$ cat config.mk
export PLATFORM = sky130hd
export DESIGN_NAME = rect_to_polar_integer_core
export DESIGN_NICKNAME = d
export VERILOG_FILES = /design/src/rtl/core/rtp_pkg.sv /design/src/rtl/core/rect_to_polar_integer_core.sv
export SDC_FILE = /design/constraint.sdc
export NUM_CORES = 2
export LEC_CHECK = 0
export ABC_AREA = 0
export CAP_MARGIN = 20
export CORE_MARGIN = 8
export CORE_UTILIZATION = 35
export CTS_CLUSTER_DIAMETER = 60
export DETAILED_ROUTE_END_ITERATION = 12
export DONT_BUFFER_PORTS = 1
export SETUP_SLACK_MARGIN = 0.2
export SLEW_MARGIN = 20
export SYNTH_ARGS = -nofsm -noshare
export SYNTH_HDL_FRONTEND = slang
export SYNTH_SLANG_ARGS = --single-unit
$ cat constraint.sdc
create_clock -name clk -period 10.8 [get_ports clk]
set_clock_uncertainty 0.1 [all_clocks]
set_input_delay 0.54 -clock clk [delete_from_list [all_inputs] [get_ports clk]]
set_output_delay 0.54 -clock clk [all_outputs]
set_load 0.05 [all_outputs]
$ cat src/rtl/core/rtp_pkg.sv
`default_nettype none
package rtp_pkg;
  localparam int unsigned COORD_BITS_DEF = 32;
  localparam int unsigned ROM_STEPS = 600;
  localparam int unsigned ROM_SCALE = 10000;

  typedef enum logic [4:0] {
    ST_IDLE = 5'b00001,
    ST_SQ   = 5'b00010,
    ST_ROOT = 5'b00100,
    ST_DIV  = 5'b01000,
    ST_DONE = 5'b10000
  } state_t;

  // Whole-degree arctangent: the degree value of each table entry after the
  // divide by ROM_SCALE. Boundaries are the first index at which each degree
  // is reached in the fixed-point table.
  function automatic logic [5:0] atan_deg(input logic [9:0] idx);
    logic [5:0] d;
    d = 6'd0;
    if (idx >= 10'd11)  d = 6'd1;
    if (idx >= 10'd21)  d = 6'd2;
    if (idx >= 10'd32)  d = 6'd3;
    if (idx >= 10'd42)  d = 6'd4;
    if (idx >= 10'd53)  d = 6'd5;
    if (idx >= 10'd64)  d = 6'd6;
    if (idx >= 10'd74)  d = 6'd7;
    if (idx >= 10'd85)  d = 6'd8;
    if (idx >= 10'd96)  d = 6'd9;
    if (idx >= 10'd106) d = 6'd10;
    if (idx >= 10'd117) d = 6'd11;
    if (idx >= 10'd128) d = 6'd12;
    if (idx >= 10'd139) d = 6'd13;
    if (idx >= 10'd150) d = 6'd14;
    if (idx >= 10'd161) d = 6'd15;
    if (idx >= 10'd173) d = 6'd16;
    if (idx >= 10'd184) d = 6'd17;
    if (idx >= 10'd195) d = 6'd18;
    if (idx >= 10'd207) d = 6'd19;
    if (idx >= 10'd219) d = 6'd20;
    if (idx >= 10'd231) d = 6'd21;
    if (idx >= 10'd243) d = 6'd22;
    if (idx >= 10'd255) d = 6'd23;
    if (idx >= 10'd268) d = 6'd24;
    if (idx >= 10'd280) d = 6'd25;
    if (idx >= 10'd293) d = 6'd26;
    if (idx >= 10'd306) d = 6'd27;
    if (idx >= 10'd320) d = 6'd28;
    if (idx >= 10'd333) d = 6'd29;
    if (idx >= 10'd347) d = 6'd30;
    if (idx >= 10'd361) d = 6'd31;
    if (idx >= 10'd375) d = 6'd32;
    if (idx >= 10'd390) d = 6'd33;
    if (idx >= 10'd405) d = 6'd34;
    if (idx >= 10'd421) d = 6'd35;
    if (idx >= 10'd436) d = 6'd36;
    if (idx >= 10'd453) d = 6'd37;
    if (idx >= 10'd469) d = 6'd38;
    if (idx >= 10'd486) d = 6'd39;
    if (idx >= 10'd504) d = 6'd40;
    if (idx >= 10'd522) d = 6'd41;
    if (idx >= 10'd541) d = 6'd42;
    if (idx >= 10'd560) d = 6'd43;
    if (idx >= 10'd580) d = 6'd44;
    if (idx >= 10'd600) d = 6'd45;
    return d;
  endfunction
endpackage
`default_nettype wire

$ cat src/rtl/core/rect_to_polar_integer_core.sv
`default_nettype none
// Rectangular to polar converter. Each transaction on the input channel
// carries a signed vector (in_comp_a as x, in_comp_b as y); the result
// transaction carries the rounded integer magnitude and the direction in
// whole degrees, -180 to 180, from a 1/600-step arctangent table unfolded by
// octant. A zero vector gives magnitude 0 and direction 0. Only the low
// COORD_BITS bits of each component are used. The core handles one
// transaction at a time: squaring runs on one shared multiplier, the root
// takes one result bit per cycle (restoring digit loop), and the ratio
// y*600/x is then found by restoring division. The result is held until it
// is taken and in_ready returns in the following cycle. in_ready is high
// only while the core is idle.
module rect_to_polar_integer_core #(
  parameter int unsigned COORD_BITS = rtp_pkg::COORD_BITS_DEF
) (
  input  wire logic               clk,
  input  wire logic               rst_n,
  input  wire logic               in_valid,
  output logic                    in_ready,
  input  wire logic signed [31:0] in_comp_a,
  input  wire logic signed [31:0] in_comp_b,
  output logic                    out_valid,
  input  wire logic               out_ready,
  output logic [31:0]             out_magnitude,
  output logic signed [8:0]       out_direction_deg
);
  import rtp_pkg::*;

  localparam int unsigned DIV_STEPS = 11; // quotient of y*600/x fits 10 bits

  state_t       state_r, state_nxt;
  logic [5:0]   cnt_r;
  logic [31:0]  ax_r, ay_r;          // absolute values, x >= y after swap
  logic         xneg_r, yneg_r, swap_r;
  logic [63:0]  rad_r;               // a^2 + b^2, then remainder
  logic [32:0]  root_r;
  logic [63:0]  prod_r;
  logic [41:0]  num_r;               // y*600 shifted left during division
  logic [32:0]  rem_r;
  logic [10:0]  quo_r;

  logic [31:0]  abs_a, abs_b;
  logic         neg_a, neg_b;
  logic [COORD_BITS-1:0] fa, fb, na, nb;
  logic [31:0]  mul_op;
  logic [63:0]  mul_res;

  // Sign split from bit COORD_BITS-1; the most negative value maps to 2^(N-1).
  always_comb begin
    fa = in_comp_a[COORD_BITS-1:0];
    fb = in_comp_b[COORD_BITS-1:0];
    na = ~fa + 1'b1;
    nb = ~fb + 1'b1;
    neg_a = fa[COORD_BITS-1];
    neg_b = fb[COORD_BITS-1];
    abs_a = 32'(neg_a ? na : fa);
    abs_b = 32'(neg_b ? nb : fb);
  end

  // One shared squarer: first x, then y.
  assign mul_op  = (cnt_r == 6'd0) ? ax_r : ay_r;
  assign mul_res = {32'd0, mul_op} * {32'd0, mul_op};

  // Root step: trial bit pair at position cnt.
  logic [65:0] trial;
  logic [65:0] rem_sh;
  logic [32:0] div_trial;
  always_comb begin
    rem_sh = {2'b0, rad_r} >> {cnt_r[4:0], 1'b0};
    trial  = {31'd0, root_r, 2'b01};
    div_trial = {rem_r[31:0], num_r[41]};
  end

  logic [5:0] deg;
  logic [9:0] idx;
  logic signed [9:0] r0, r1, r2, r3;
  always_comb begin
    idx = (quo_r > 11'(ROM_STEPS)) ? 10'(ROM_STEPS) : quo_r[9:0];
    deg = atan_deg(idx);
    r0  = 10'(deg);
    r1  = swap_r ? 10'sd90 - r0 : r0;
    r2  = xneg_r ? 10'sd180 - r1 : r1;
    r3  = yneg_r ? -r2 : r2;
  end

  always_comb begin
    state_nxt = state_r;
    unique case (state_r)
      ST_IDLE: if (in_valid) state_nxt = ST_SQ;
      ST_SQ:   if (cnt_r == 6'd1) state_nxt = ST_ROOT;
      ST_ROOT: if (cnt_r == 6'd0) state_nxt = ST_DIV;
      ST_DIV:  if (cnt_r == 6'(DIV_STEPS - 1)) state_nxt = ST_DONE;
      ST_DONE: if (out_ready) state_nxt = ST_IDLE;
      default: state_nxt = ST_IDLE;
    endcase
  end

  always_ff @(posedge clk) begin
    if (!rst_n) begin
      state_r <= ST_IDLE;
      cnt_r   <= 6'd0;
    end else begin
      state_r <= state_nxt;
      unique case (state_r)
        ST_IDLE: cnt_r <= 6'd0;
        ST_SQ:   cnt_r <= (cnt_r == 6'd1) ? 6'd31 : cnt_r + 6'd1;
        ST_ROOT: cnt_r <= (cnt_r == 6'd0) ? 6'd0 : cnt_r - 6'd1;
        ST_DIV:  cnt_r <= cnt_r + 6'd1;
        ST_DONE: cnt_r <= 6'd0;
        default: cnt_r <= 6'd0;
      endcase
    end
  end

  always_ff @(posedge clk) begin
    unique case (state_r)
      ST_IDLE: begin
        if (in_valid) begin
          swap_r <= abs_a < abs_b;
          ax_r   <= (abs_a < abs_b) ? abs_b : abs_a;
          ay_r   <= (abs_a < abs_b) ? abs_a : abs_b;
          xneg_r <= neg_a;
          yneg_r <= neg_b;
          rad_r  <= 64'd0;
        end
      end
      ST_SQ: begin
        rad_r  <= rad_r + mul_res;
        root_r <= 33'd0;
        if (cnt_r == 6'd1) prod_r <= {32'd0, ay_r} * 64'(ROM_STEPS);
      end
      ST_ROOT: begin
        // Classic bit-pair root: compare (root<<2 | 1) against remainder top.
        if (rem_sh >= trial) begin
          rad_r  <= rad_r - 64'(trial << {cnt_r[4:0], 1'b0});
          root_r <= {root_r[31:0], 1'b1};
        end else begin
          root_r <= {root_r[31:0], 1'b0};
        end
        if (cnt_r == 6'd0) begin
          num_r <= prod_r[41:0];
          rem_r <= 33'd0;
          quo_r <= 11'd0;
        end
      end
      ST_DIV: begin
        // Restoring division of y*600 by x, top bits only.
        if (cnt_r == 6'd0) begin
          // Quotient < 1024; skip the leading 31 bits: they are below x.
          rem_r <= 33'(num_r[41:10] >= ax_r ? num_r[41:10] - ax_r : num_r[41:10]);
          quo_r <= {10'd0, num_r[41:10] >= ax_r};
          num_r <= {num_r[9:0], 32'd0};
        end else begin
          if (div_trial >= {1'b0, ax_r}) begin
            rem_r <= div_trial - {1'b0, ax_r};
            quo_r <= {quo_r[9:0], 1'b1};
          end else begin
            rem_r <= div_trial;
            quo_r <= {quo_r[9:0], 1'b0};
          end
          num_r <= {num_r[40:0], 1'b0};
        end
      end
      default: ;
    endcase
  end

  assign in_ready  = (state_r == ST_IDLE);
  assign out_valid = (state_r == ST_DONE);
  assign out_magnitude = (rad_r > 64'(root_r)) ? root_r[31:0] + 32'd1 : root_r[31:0];
  assign out_direction_deg = (ax_r == 32'd0) ? 9'sd0 : r3[8:0];
endmodule
`default_nettype wire

==> parameters.txt <==
Parameter                              Value

Status
  Result of the run    completed

Layout
  Number of nets in the final layout    8,407
  Area delta synth->final    8.52%
  Ratio of cells with drive above 1 in the final layout    0.0601

Synthesis
  Synthesis Warnings    0
  #FFs+latches synth    between 200 and 300
  Post-synthesis average cell area    9.03 um^2
  Top_reg_cell synth    edfxtp_1
  Compound-gate portion of the synthesized area    0.130
  Area fraction of the dominant cell type after synthesis    0.300
  Dominant cells by area after synthesis    fa_1 (30%), edfxtp_1 (14%), ha_1 (12%), inv_1 (7.6%), nand2_1 (4.2%)
  Netlist cell types    95
  Largest family of logic cells by synthesized area    adder cells
  Parity-gate share of the synthesized area counting xor and xnor cells    0.0447
  Mapped Area    slightly above 60,000 um^2
  Cell types with the highest counts after synthesis    inv_1 (1,254), fa_1 (929), nand2_1 (692), ha_1 (589), nor2_1 (571)
  EDFF count, synth    around 290
  Most instantiated library cell after synthesis    inv_1
  Cell taking the most area after synthesis    fa_1
  Nets in the synthesized netlist    around 8.5k
  Adder-cell share of the synthesized area    0.419
  Post-synthesis cell count    6,872
  Share of synthesized registers carrying an async set or reset    0
  Fraction of the mapped netlist area in simple logic gates    0.129
  Portion of netlist area occupied by mux cells    0.0434
  Sequential share of the synthesized area    0.141

Worst setup path
  Data arrival, critical path    about 10 ns
  Worst stage delay on the critical path    around 0.57 ns
  Cell depth of the worst flop-to-flop path    33
  FF-to-FF setup slack    0.59 ns
  Crit path launch    cnt_r[0]
  Critical path type    reg2reg
  Maximum net fanout on the critical path    24
  Worst path slowest cell    fa_1
  Startpoint Class    register
  Launching point of the worst reg2reg path    cnt_r[0]
  Worst path bufs/invs    9
  Endpoint of the most critical setup path    rad_r[60]
  CP required    about 11 ns
  Number of logic stages on the critical path including buffering    33
  Capturing point of the worst reg2reg path    rad_r[60]
  Worst setup EP type    register
  Family with the most delay on the worst path    adder cells
  Most used cell along the critical path    fa_1

Detailed routing
  Drt total wl    about 210,000 um
  TritonRoute pass-1 iters    8
  Count of unresolved DRC violations after routing    0
  Remaining antenna violation count    0
  Overall via count from detail_route    about 50k
  Drt first-iter violations    just under 5k
  DR WL/cell    22.8 um
  Via density per instance    around 5.5

STA
  Number of pins exceeding their max-slew limit in the final report    0
  RSZ-0062 raised after global routing    false
  Final Critical Period    10.21 ns
  Maximum achievable frequency    a little under 0.1 GHz
  Total negative slack    0 ns
  Final hold viol count    0
  Final setup fails    0
  Final period utilization    0.945
  Worst rel slew slack    0.240
  Transition time of the tightest slew-check pin    1.13 ns

Placed design
  Dpl hpwl    174,000 um
  Count of port buffers added during placement    0
  Final weighted congestion in routability-driven placement    around 0.96

Clocking
  TritonCTS clock tree    yes
  CTS H-tree lvls    2
  Clock Sink Count    roughly 300
  CTS Root Cell    clkbuf_16
  Source-to-sink clock delay at the later pin of the worst-skew pair    between 0.6 and 0.7 ns
  Clock slew at reported path FFs    0.06 ns
  Worst-case clock buffer depth    3
  Num CTS Buffers    46

Global routing
  Wire length of the first global-routing pass    between 300,000 and 400,000 um
  Number of global-route vias before repair    51.1k
  Overall global routing resource usage    0.213
  Initial antenna violation count    2
  Largest net degree at the start of global routing    around 140
  Final global-route overflow total    0

Die
  Count of standard-cell rows    154
  Core Footprint    between 150,000 and 200,000 um^2
  Die height    around 440 um
  Starting utilization of the core area    0.352
  Number of top-level pins    ~110
  Die area    191,000 um^2
  Die X-Extent    ~440 um

Min path
  Number of cells on the worst hold path    2
  Type of the worst min-delay path    in2reg

Run
  Max Cap Violations    0
==> sequential cells by signal, summed over array words and instances (netlist names) <==
register	count
swap_r	1
prod_r	39
rem_r	32
state_r	5
xneg_r	1
num_r	39
ay_r	32
ax_r	32
quo_r	11
rad_r	64
yneg_r	1
root_r	33
cnt_r	6
==> stage by stage <==
| step | cells | hold slack (ns) | util | setup WS, ns | area [um^2] |
|---|---|---|---|---|---|
| after floorplan | 6872 | 0.391 | - | 0.157 | 62100 |
| after global placement | 9104 | 0.425 | 0.372 | -0.477 | 65400 |
| after detailed placement | 9104 | 0.427 | 0.372 | -0.549 | 65400 |
| after CTS | 9195 | 0.0823 | 0.381 | 0.159 | 67200 |
| after global routing | 9199 | 0.124 | 0.382 | 0.169 | 67300 |
| final | 9199 | 0.106 | 0.382 | 0.592 | 67300 |
==> worst min-delay path by stage <==
stage,to,from
after floorplan,state_r[4],state_r[4]
after global placement,num_r[22],prod_r[22]
after detailed placement,num_r[24],prod_r[24]
after CTS,ay_r[0],in_comp_b[0]
after global routing,ax_r[0],in_comp_a[0]
final,ax_r[0],in_comp_a[0]
==> logic make-up after synthesis <==
group / after synthesis
buf+inv: 1524
compound gates: 1225
fa+ha+maj: 1518
xor+xnor: 315
flops: 296
simple gates: 1791
mux: 203
==> worst register-to-register path: cells and delay by family, from the launching register on <==
family                   cells  cell delay (ns)
AO/OA/AOI/OAI                9             1.99
XOR/XNOR                     1             0.18
adder cells (fa/ha/maj)     10             4.89
buffers and inverters        9             1.40
flip-flops                   1             0.35
multiplexers                 1             0.31
AND/OR/NAND/NOR              3             0.69
==> per-layer routing <==
metal	track usage	vias up	share of wire	wire (um)
met5	0	-	0	0
li1	-	22700	-	-
met3	0.0373	427	0.081	17100
met2	0.338	2062	0.45	94400
met4	0.0735	0	0.041	8510
met1	0.295	25400	0.43	90000
==> cell usage in the layout (no fill, tap or decap), types with 51 or more instances in the layout <==
master / instances
a211oi_1: 78
a21o_1: 140
a21oi_1: 278
a31oi_1: 52
buf_4: 144
edfxtp_1: 285
fa_1: 929
ha_1: 588
inv_1: 1250
mux2i_1: 123
mux4_2: 52
nand2_1: 691
nand2b_1: 57
nand3_1: 66
nand4_1: 51
nor2_1: 568
nor3_1: 97
o21ai_0: 217
o22ai_1: 62
xnor2_1: 168
xor2_1: 144
==> cell type report <==
class / count / area (um^2)
fillers: 17800 / 109000
well taps: 2340 / 2930
clock inverters: 34 / 435
clock buffers: 51 / 1170
repair buffers: 155 / 1270
diodes: 1 / 2.50
multi-input cells: 5054 / 48000
inverters: 1268 / 4770
flip-flops and latches: 296 / 8790
==> repair_timing <==
action | in CTS | in global routing
hold buffers | 3 | 0
cloned | 1 | 1
endpoints found under the hold margin | 7 | 0
pin swaps | 1 | 0
buffers inserted | 2 | 2
resized for setup | 13 | 20
setup endpoints to repair | 17 | 11
Power is not shown: default switching activity piles up to over one toggle a cycle in this logic, so the estimate is an artifact.
